<file path="src/hdl/dawt_pkg.sv">
`default_nettype none
package dawt_pkg;

	localparam int DEVICES = 16;
	localparam int DEV_W   = $clog2(DEVICES);
	localparam int CNT_W   = $clog2(DEVICES + 1);
	localparam int TIME_W  = 32;
	localparam int TO_W    = 30;
	localparam int CODE_W  = 8;
	localparam int QDEPTH  = 2;
	localparam int QAW     = $clog2(QDEPTH);
	localparam int QFILL_W = $clog2(QDEPTH + 1);

	typedef enum logic [1:0] {
		REQ_HEARTBEAT = 2'd0,
		REQ_ALARM     = 2'd1,
		REQ_ERROR     = 2'd2,
		REQ_TICK      = 2'd3
	} req_t;

	typedef enum logic [1:0] {
		KIND_ALARM           = 2'd0,
		KIND_ERROR           = 2'd1,
		KIND_NO_CONTACT      = 2'd2,
		KIND_NO_CONTACT_FIRE = 2'd3
	} kind_t;

	typedef enum logic [1:0] {
		PH_IDLE     = 2'd0,
		PH_COUNTING = 2'd1,
		PH_ALERTED  = 2'd2
	} phase_t;

	typedef enum logic [1:0] {
		REG_ALARM_TIMEOUT   = 2'd0,
		REG_CONTACT_TIMEOUT = 2'd1,
		REG_DEVICE_COUNT    = 2'd2
	} reg_idx_t;

	typedef struct packed {
		req_t              op;
		logic [DEV_W-1:0]  dev;
		logic [CODE_W-1:0] code;
	} cmd_t;

	typedef struct packed {
		logic [TO_W-1:0]  alarm_to;
		logic [TO_W-1:0]  contact_to;
		logic [CNT_W-1:0] eff_count;
	} cfg_t;

	typedef struct packed {
		logic              last;
		logic [CODE_W-1:0] code;
		kind_t             kind;
		logic [DEV_W-1:0]  dev;
	} alert_t;

endpackage
`default_nettype wire

</file>
<file path="src/hdl/dawt_front.sv">
`default_nettype none
module dawt_front (
	input  wire logic                          clk,
	input  wire logic                          arst_n,
	input  wire logic [dawt_pkg::CNT_W-1:0]   eff_count,
	input  wire logic                          s_tvalid,
	output logic                               s_tready,
	input  wire logic [15:0]                   s_tdata,
	input  wire logic [1:0]                    s_tuser,
	output logic                               cmd_valid,
	input  wire logic                          cmd_ready,
	output dawt_pkg::cmd_t                     cmd
);

	dawt_pkg::cmd_t                      q_q [dawt_pkg::QDEPTH];
	logic [dawt_pkg::QAW-1:0]            wr_ptr_q;
	logic [dawt_pkg::QAW-1:0]            rd_ptr_q;
	logic [dawt_pkg::QFILL_W-1:0]        fill_q;
	dawt_pkg::cmd_t                      entry;
	logic                                accept;
	logic                                keep;
	logic                                pop;

	always_comb begin
		entry.op   = dawt_pkg::req_t'(s_tuser);
		entry.dev  = s_tdata[dawt_pkg::DEV_W-1:0];
		entry.code = s_tdata[4 +: dawt_pkg::CODE_W];
		s_tready   = fill_q != dawt_pkg::QFILL_W'(dawt_pkg::QDEPTH);
		accept     = s_tvalid && s_tready;
		// requests from devices outside the tracked range are dropped here
		keep       = accept && (entry.op == dawt_pkg::REQ_TICK ||
		             dawt_pkg::CNT_W'(entry.dev) < eff_count);
		cmd_valid  = fill_q != '0;
		cmd        = q_q[rd_ptr_q];
		pop        = cmd_valid && cmd_ready;
	end

	always_ff @(posedge clk) begin
		if (keep) begin
			q_q[wr_ptr_q] <= entry;
		end
	end

	always_ff @(posedge clk or negedge arst_n) begin
		if (!arst_n) begin
			wr_ptr_q <= '0;
			rd_ptr_q <= '0;
			fill_q   <= '0;
		end else begin
			if (keep) begin
				wr_ptr_q <= wr_ptr_q + 1'b1;
			end
			if (pop) begin
				rd_ptr_q <= rd_ptr_q + 1'b1;
			end
			fill_q <= fill_q + dawt_pkg::QFILL_W'(keep) - dawt_pkg::QFILL_W'(pop);
		end
	end

endmodule
`default_nettype wire

</file>
<file path="src/hdl/dawt_back.sv">
`default_nettype none
module dawt_back (
	input  wire logic           clk,
	input  wire logic           arst_n,
	input  wire dawt_pkg::cfg_t cfg,
	input  wire logic           cmd_valid,
	output logic                cmd_ready,
	input  wire dawt_pkg::cmd_t cmd,
	output logic                m_tvalid,
	input  wire logic           m_tready,
	output logic [15:0]         m_tdata,
	output logic [1:0]          m_tuser,
	output logic                m_tlast
);

	typedef enum logic [1:0] {
		ST_IDLE = 2'b01,
		ST_SCAN = 2'b10
	} state_t;

	localparam int TW = dawt_pkg::TIME_W;

	state_t                              state_q;
	logic [dawt_pkg::CNT_W-1:0]          idx_q;
	logic [TW-1:0]                       time_q;
	logic [TW-1:0]                       last_contact_q [dawt_pkg::DEVICES];
	logic [TW-1:0]                       alarm_start_q  [dawt_pkg::DEVICES];
	dawt_pkg::phase_t                    phase_q        [dawt_pkg::DEVICES];
	logic [dawt_pkg::DEVICES-1:0]        silenced_q;
	logic                                out_valid_q;
	dawt_pkg::alert_t                    out_q;
	logic                                pend_valid_q;
	dawt_pkg::alert_t                    pend_q;

	logic                                scan;
	logic                                at_end;
	logic                                can_push;
	logic                                pop;
	logic                                dev_step;
	logic [dawt_pkg::DEV_W-1:0]          addr;
	logic [TW-1:0]                       lc;
	logic [TW-1:0]                       as_rd;
	dawt_pkg::phase_t                    ph;
	logic                                sil;
	logic [TW-1:0]                       dc;
	logic [TW-1:0]                       da;
	logic                                contact_exp;
	logic                                alarm_first;
	logic                                alarm_rep;
	logic                                wr_en;
	logic [TW-1:0]                       lc_d;
	logic [TW-1:0]                       as_d;
	dawt_pkg::phase_t                    ph_d;
	logic                                sil_d;
	logic                                new_alert;
	dawt_pkg::alert_t                    new_a;
	logic                                push;
	dawt_pkg::alert_t                    push_a;
	logic                                pend_load;
	logic                                pend_clear;
	logic                                scan_done;

	always_comb begin
		scan     = state_q == ST_SCAN;
		at_end   = idx_q == cfg.eff_count;
		can_push = !out_valid_q || m_tready;
		cmd_ready = !scan && can_push;
		pop      = cmd_valid && cmd_ready;
		dev_step = scan && !at_end && can_push;
		addr     = scan ? idx_q[dawt_pkg::DEV_W-1:0] : cmd.dev;

		lc    = last_contact_q[addr];
		as_rd = alarm_start_q[addr];
		ph    = phase_q[addr];
		sil   = silenced_q[addr];

		// differences are taken as signed; a negative one never times out
		dc = time_q - lc;
		da = time_q - as_rd;
		contact_exp = !sil && !dc[TW-1] && (dc[TW-2:0] > (TW-1)'(cfg.contact_to));
		alarm_first = ph == dawt_pkg::PH_COUNTING && !da[TW-1] &&
		              (da[TW-2:0] > (TW-1)'(cfg.alarm_to));
		alarm_rep   = ph == dawt_pkg::PH_COUNTING && !da[TW-1] &&
		              (da[TW-2:0] > (TW-1)'({cfg.alarm_to, 1'b0}));

		wr_en = 1'b0;
		lc_d  = lc;
		as_d  = as_rd;
		ph_d  = ph;
		sil_d = sil;
		new_alert = 1'b0;
		new_a.last = 1'b0;
		new_a.code = '0;
		new_a.kind = dawt_pkg::KIND_ALARM;
		new_a.dev  = addr;

		if (pop) begin
			case (cmd.op)
				dawt_pkg::REQ_HEARTBEAT: begin
					wr_en = 1'b1;
					lc_d  = time_q;
					sil_d = 1'b0;
					ph_d  = dawt_pkg::PH_IDLE;
				end
				dawt_pkg::REQ_ALARM: begin
					wr_en = 1'b1;
					sil_d = 1'b0;
					// last contact set to the current time minus the alarm timeout plus the contact timeout
					lc_d  = time_q - TW'(cfg.alarm_to) + TW'(cfg.contact_to);
					if (ph == dawt_pkg::PH_IDLE) begin
						ph_d = dawt_pkg::PH_COUNTING;
						as_d = time_q;
					end else if (alarm_first) begin
						ph_d = dawt_pkg::PH_ALERTED;
						new_alert = 1'b1;
					end
				end
				dawt_pkg::REQ_ERROR: begin
					new_alert  = 1'b1;
					new_a.kind = dawt_pkg::KIND_ERROR;
					new_a.code = cmd.code;
				end
				default: begin
				end
			endcase
		end else if (dev_step) begin
			wr_en = 1'b1;
			if (contact_exp) begin
				new_alert  = 1'b1;
				new_a.kind = (ph != dawt_pkg::PH_IDLE) ? dawt_pkg::KIND_NO_CONTACT_FIRE
				                                       : dawt_pkg::KIND_NO_CONTACT;
				sil_d = 1'b1;
				ph_d  = dawt_pkg::PH_IDLE;
			end else if (alarm_rep) begin
				new_alert = 1'b1;
				ph_d      = dawt_pkg::PH_ALERTED;
			end
		end

		// a scan alert waits in pend_q until the next one shows whether it is the last
		push       = 1'b0;
		push_a     = pend_q;
		pend_load  = 1'b0;
		pend_clear = 1'b0;
		scan_done  = 1'b0;
		if (pop && new_alert) begin
			push        = 1'b1;
			push_a      = new_a;
			push_a.last = 1'b1;
		end else if (dev_step && new_alert) begin
			pend_load = 1'b1;
			if (pend_valid_q) begin
				push        = 1'b1;
				push_a.last = 1'b0;
			end
		end else if (scan && at_end) begin
			if (!pend_valid_q) begin
				scan_done = 1'b1;
			end else if (can_push) begin
				push        = 1'b1;
				push_a.last = 1'b1;
				pend_clear  = 1'b1;
				scan_done   = 1'b1;
			end
		end

		m_tvalid = out_valid_q;
		m_tdata  = {4'b0, out_q.code, out_q.dev};
		m_tuser  = out_q.kind;
		m_tlast  = out_q.last;
	end

	always_ff @(posedge clk) begin
		if (push) begin
			out_q <= push_a;
		end
		if (pend_load) begin
			pend_q <= new_a;
		end
	end

	always_ff @(posedge clk or negedge arst_n) begin
		if (!arst_n) begin
			state_q      <= ST_IDLE;
			idx_q        <= '0;
			time_q       <= '0;
			out_valid_q  <= 1'b0;
			pend_valid_q <= 1'b0;
			silenced_q   <= '0;
			for (int i = 0; i < dawt_pkg::DEVICES; i++) begin
				last_contact_q[i] <= '0;
				alarm_start_q[i]  <= '0;
				phase_q[i]        <= dawt_pkg::PH_IDLE;
			end
		end else begin
			if (push) begin
				out_valid_q <= 1'b1;
			end else if (m_tready) begin
				out_valid_q <= 1'b0;
			end
			if (pend_load) begin
				pend_valid_q <= 1'b1;
			end else if (pend_clear) begin
				pend_valid_q <= 1'b0;
			end
			if (wr_en) begin
				last_contact_q[addr] <= lc_d;
				alarm_start_q[addr]  <= as_d;
				phase_q[addr]        <= ph_d;
				silenced_q[addr]     <= sil_d;
			end
			case (state_q)
				ST_IDLE: begin
					if (pop && cmd.op == dawt_pkg::REQ_TICK) begin
						time_q  <= time_q + 1'b1;
						idx_q   <= '0;
						state_q <= ST_SCAN;
					end
				end
				ST_SCAN: begin
					if (dev_step) begin
						idx_q <= idx_q + 1'b1;
					end
					if (scan_done) begin
						state_q <= ST_IDLE;
					end
				end
				default: state_q <= ST_IDLE;
			endcase
		end
	end

endmodule
`default_nettype wire

</file>
<file path="src/hdl/device_alarm_watchdog_table_core.sv">
// channel   | dir | handshake          | payload
// s_*       | in  | s_tvalid/s_tready  | tdata: device_index, error_code; tuser: req_type
// m_*       | out | m_tvalid/m_tready  | tdata: alert_device, alert_code; tuser: alert_kind;
//           |     |                    | tlast: last_alert
// cfg_*     | in  | cfg_we             | cfg_index selects register, cfg_wdata value
//
// heartbeat, alarm and error requests are handled directly by the back end, without a scan
// a tick starts a scan of the tracked devices: one table entry is checked per cycle while the output is not stalled
// two-entry request queue between front and back; the front accepts while it has room
// a full output register stalls the scan, which resumes without losing state
// arst_n clears time, every table entry and all handshake state at once
`default_nettype none
module device_alarm_watchdog_table_core (
	input  wire logic        clk,
	input  wire logic        arst_n,
	input  wire logic        s_tvalid,
	output logic             s_tready,
	input  wire logic [15:0] s_tdata,   // [3:0] device_index, [11:4] error_code
	input  wire logic [1:0]  s_tuser,   // [1:0] req_type
	output logic             m_tvalid,
	input  wire logic        m_tready,
	output logic [15:0]      m_tdata,   // [3:0] alert_device, [11:4] alert_code
	output logic [1:0]       m_tuser,   // [1:0] alert_kind
	output logic             m_tlast,
	input  wire logic        cfg_we,
	input  wire logic [1:0]  cfg_index,
	input  wire logic [29:0] cfg_wdata
);

	logic [dawt_pkg::TO_W-1:0] alarm_to_q;
	logic [dawt_pkg::TO_W-1:0] contact_to_q;
	logic [4:0]                device_count_q;
	dawt_pkg::cfg_t            cfg;
	logic                      cmd_valid;
	logic                      cmd_ready;
	dawt_pkg::cmd_t            cmd;

	always_ff @(posedge clk or negedge arst_n) begin
		if (!arst_n) begin
			alarm_to_q     <= dawt_pkg::TO_W'(60);
			contact_to_q   <= dawt_pkg::TO_W'(180);
			device_count_q <= 5'd16;
		end else if (cfg_we) begin
			case (dawt_pkg::reg_idx_t'(cfg_index))
				dawt_pkg::REG_ALARM_TIMEOUT:   alarm_to_q     <= cfg_wdata;
				dawt_pkg::REG_CONTACT_TIMEOUT: contact_to_q   <= cfg_wdata;
				dawt_pkg::REG_DEVICE_COUNT:    device_count_q <= cfg_wdata[4:0];
				default: begin
				end
			endcase
		end
	end

	always_comb begin
		cfg.alarm_to   = alarm_to_q;
		cfg.contact_to = contact_to_q;
		cfg.eff_count  = (device_count_q > 5'(dawt_pkg::DEVICES))
		               ? dawt_pkg::CNT_W'(dawt_pkg::DEVICES)
		               : dawt_pkg::CNT_W'(device_count_q);
	end

	dawt_front u_front (
		.clk       (clk),
		.arst_n    (arst_n),
		.eff_count (cfg.eff_count),
		.s_tvalid  (s_tvalid),
		.s_tready  (s_tready),
		.s_tdata   (s_tdata),
		.s_tuser   (s_tuser),
		.cmd_valid (cmd_valid),
		.cmd_ready (cmd_ready),
		.cmd       (cmd)
	);

	dawt_back u_back (
		.clk       (clk),
		.arst_n    (arst_n),
		.cfg       (cfg),
		.cmd_valid (cmd_valid),
		.cmd_ready (cmd_ready),
		.cmd       (cmd),
		.m_tvalid  (m_tvalid),
		.m_tready  (m_tready),
		.m_tdata   (m_tdata),
		.m_tuser   (m_tuser),
		.m_tlast   (m_tlast)
	);

endmodule
`default_nettype wire

</file>
<file path="config.mk">
export PLATFORM = sky130hd
export DESIGN_NAME = device_alarm_watchdog_table_core
export DESIGN_NICKNAME = d
export VERILOG_FILES = /design/src/hdl/dawt_pkg.sv /design/src/hdl/dawt_front.sv /design/src/hdl/dawt_back.sv /design/src/hdl/device_alarm_watchdog_table_core.sv
export SDC_FILE = /design/constraint.sdc
export NUM_CORES = 2
export LEC_CHECK = 0
export ABC_AREA = 1
export BUFFER_PORTS_ARGS = -buffer_cell sky130_fd_sc_hd__buf_4
export CAP_MARGIN = 0
export CORE_ASPECT_RATIO = 0.75
export CORE_MARGIN = 2
export CORE_UTILIZATION = 55
export CTS_CLUSTER_SIZE = 12
export DETAILED_ROUTE_END_ITERATION = 10
export HOLD_SLACK_MARGIN = 0.05
export PLACE_DENSITY_LB_ADDON = 0.2
export RECOVER_POWER = 25
export SLEW_MARGIN = 20
export SYNTH_ARGS = -nofsm -noshare
export SYNTH_HDL_FRONTEND = slang
export SYNTH_SLANG_ARGS = --single-unit
export TNS_END_PERCENT = 30
</file>
<file path="constraint.sdc">
create_clock -name clk -period 19.3 [get_ports clk]
set_input_delay 0.965 -clock clk [delete_from_list [all_inputs] [get_ports clk]]
set_output_delay 0.965 -clock clk [all_outputs]
set_load 0.02 [all_outputs]
</file>
==> results.tsv <==
stage	metric	value	unit
timing	Max Transition Viols Final	565	
floorplanning	Die Area	116000	µm²
clocking	clock insertion delay at the later pin of the skew report	0.77	ns
floorplanning	Initial Util	0.5564	
synthesis	Synth Instances	7351	
timing	Worst Skew	0.04092	ns
critical_path	reg2reg start	u_back.state_q[0]	
critical_path	Max stage delay cell, worst path	a21boi_0	
routing	WL per Instance	22.94	µm
clocking	Clock Sinks	1239	
timing	Worst slew margin	-2.604	
synthesis	Synth Register Bits	1239	
floorplanning	CORE AREA	111900	µm²
synthesis	Syn. warnings	0	
timing	RSZ-0062 raised after global routing	false	
critical_path	CP dominant cell by count	nand2_1	
global_route	first-pass GRT wire length	306.2	mm
synthesis	number of synthesized flops with an enable pin	57	
timing	final hold viol count	0	
floorplanning	FP Rows	106	
critical_path	CP max FO	48	
outcome	failing checks	max-capacitance violations, max-slew violations	
global_route	GR Overflow Total	0	
clocking	htree depth	3	
min_path	Worst Hold Class	input port to flip-flop	
placement	# port buffers	67	
synthesis	Avg Inst Size Synth	8.473	µm²
synthesis	post-synthesis sequential area ratio	0.5026	
timing	# setup viols final	0	
critical_path	WP data required	19.69	ns
global_route	vias in the first global route	49560	
clocking	clock transition at the registers of the reported paths	0.06	ns
outcome	status	finished with violations	
cells_and_area	Layout area overhead	7.744	%
critical_path	beginning of the critical path	u_back.state_q[0]	
run	Max Cap Viol	8	
clocking	number of buffers created by CTS	120	
min_path	hold path startpoint	s_tdata[4]	
placement	detailed placement HPWL	122.1	mm
global_route	largest net degree at the start of global routing	172	
routing	vias after detailed routing	52770	
timing	period utilization	0.5694	
clocking	clk root buf	clkbuf_16	
clocking	CTS tree	yes	
clocking	post_cts resized	0	
cells_and_area	NumNets Final	7458	
routing	count of TritonRoute iterations in the first routing pass	7	
clocking	CTS Buffer Depth	3	
critical_path	slowest stage delay, CP	0.78	ns
timing	TNS Setup	0	ns
routing	Vias/cell	6.028	
global_route	All-Layer GR Usage	0.3465	
timing	Fmax	91.00	MHz
timing	Tightest Pin Transition	5.407	ns
synthesis	Synth async-reset ratio	0.9540	
floorplanning	chip width	392.6	µm
timing	fin crit period	10.99	ns
floorplanning	num ports	76	
floorplanning	Die H	295.4	µm
critical_path	Worst Setup Path Type	flip-flop to flip-flop	
synthesis	Primary FF master, synth	dfrtp_1	
global_route	initial antenna violation count	1	
critical_path	crit path DAT	11.38	ns
clocking	hold buffers post-CTS	0	
cells_and_area	layout cells sized above 1	0.06767	
routing	routed wire length	200.9	mm
clocking	postcts setup bufs	0	
synthesis	Syn Std Cell Area	62280	µm²
critical_path	Critical Path End Type	flip-flop	
synthesis	post-synth cell types	68	
placement	gpl congestion	1.014	
routing	DRC	0	
critical_path	CP startpoint kind	flip-flop	
routing	post-route ant nets	0	
routing	1st-iter DRT viols	6624	
state kept, by name (all words and copies together) (netlist names), 12 cells and up:
| signal | count |
|---|---|
| alarm_to_q | 30 |
| u_back.pend_q | 14 |
| u_back.last_contact_q | 512 |
| contact_to_q | 30 |
| u_front.q_q | 28 |
| u_back.silenced_q | 16 |
| u_back.time_q | 32 |
| u_back.phase_q | 32 |
| u_back.m_tdata | 12 |
| u_back.alarm_start_q | 512 |
through the flow:
| stage | setup WS [ns] | area [µm²] | std cells | hold slack [ns] | util |
|---|---|---|---|---|---|
| 2_1_floorplan | 12.54 | 62290 | 7354 | 0.4422 | - |
| 3_3_place_gp | 8.910 | 63560 | 8563 | 0.4553 | 0.5679 |
| 3_5_place_dp | 8.970 | 63590 | 8565 | 0.4603 | 0.5681 |
| 4_1_cts | 8.920 | 67150 | 8751 | 0.2348 | 0.5999 |
| 5_1_grt | 7.725 | 67100 | 8753 | 0.3831 | 0.5995 |
| 6_report | 8.311 | 67110 | 8755 | 0.4118 | 0.5995 |
routing by layer:
layer	share of wire	vias to the layer above	GRT usage	wire, µm
met1	0.43	25630	0.5125	86700
li1	-	24090	-	-
met5	0	-	0	0
met3	0.11	365	0.07731	21780
met4	0.034	0	0.1158	6771
met2	0.43	2694	0.5043	85610
path summary, 6_finish.rpt:
| path | slack (ns) | depth (start not counted) | end |
|---|---|---|---|
| setup reg to reg | 8.31 | 45 | u_back.m_tdata[10] |
| setup / recovery | 8.31 | 45 | u_back.m_tdata[10] |
| min in group asynchronous | 2.16 | 1 | u_back.last_contact_q[8] |
| max in group asynchronous | 9.60 | 6 | u_back.alarm_start_q[304] |
| hold reg to reg | 0.48 | 2 | u_back.last_contact_q[420] |
| hold / removal | 0.41 | 1 | u_front.q_q[0][0] |
cells in the mapped netlist (all sizes together) (10+ instances only):
| library cell | instances | share of area |
|---|---|---|
| nor2 | 180 | 0.011 |
| o22ai | 183 | 0.018 |
| a21oi | 314 | 0.025 |
| xor2 | 77 | 0.011 |
| ha | 195 | 0.039 |
| nand4 | 47 | 0.0050 |
| o21ai | 1136 | 0.094 |
| nand3b | 14 | 0.0017 |
| dfrtp | 1172 | 0.47 |
| a22oi | 320 | 0.039 |
| dfstp | 10 | 0.0042 |
| nand3 | 169 | 0.015 |
| nor3 | 36 | 0.0035 |
| buf | 189 | 0.017 |
| o221ai | 25 | 0.0035 |
| nor4 | 32 | 0.0038 |
| inv | 673 | 0.041 |
| edfxtp | 57 | 0.027 |
| nand2 | 2097 | 0.13 |
| clkbuf | 280 | 0.017 |
| xnor2 | 23 | 0.0032 |
| a31oi | 21 | 0.0021 |
| fa | 31 | 0.010 |
cells by family (layout without fill, tap and decap cells):
family,Yosys count,after routing,share of synthesized area
XOR/XNOR,100,100,0.01406
AND/OR/NAND/NOR,2592,2592,0.1714
other,1,6,0.00006021
AO/OA/AOI/OAI,2047,2047,0.1877
adder cells (fa/ha/maj),226,226,0.04914
flip-flops,1239,1239,0.5026
buffers and inverters,1146,1033,0.07511
critical path: cells and delay by family, from the launching register on:
kind,cells,cell delay [ns]
buffers and inverters,8,2.75
xor gates and xnor gates,1,0.20
adders and majority gates,3,0.96
DFF,1,0.52
AOI/OAI and AO/OA,10,3.07
and+or+nand+nor,23,3.01
layout make-up:
cell class / count / area [µm²]
well taps: 1512 / 1892
fillers: 9940 / 44830
inverters: 677 / 2570
diodes: 2 / 5.005
flip-flops and latches: 1239 / 31300
clock inverters: 15 / 206.4
multi-input cells: 4969 / 26570
clock buffers: 171 / 3358
repair buffers: 170 / 1207
placed cells by master, fill, tap and decap left out, types with 14 or more instances in the layout:
cell and n:
nand3b_1 14, a22oi_1 320, nand4_1 46, inv_1 639, o21ai_2 49, nand2_1 2057
a31oi_1 21, o221ai_1 25, nor4_1 24, inv_2 18, clkbuf_16 120, a21oi_1 313
xnor2_1 23, nor3_1 30, clkinv_2 18, nand2_2 27, nor2_1 149, o22ai_1 183
ha_1 195, fa_1 31, edfxtp_1 57, o21ai_1 16, o21ai_0 1069, nand3_1 155
dfrtp_1 1172, xor2_1 77, nor2_4 23, buf_4 124, clkbuf_1 71, clkbuf_8 16
Power is not shown: default switching activity piles up to over one toggle a cycle in this logic, so the estimate is an artifact.
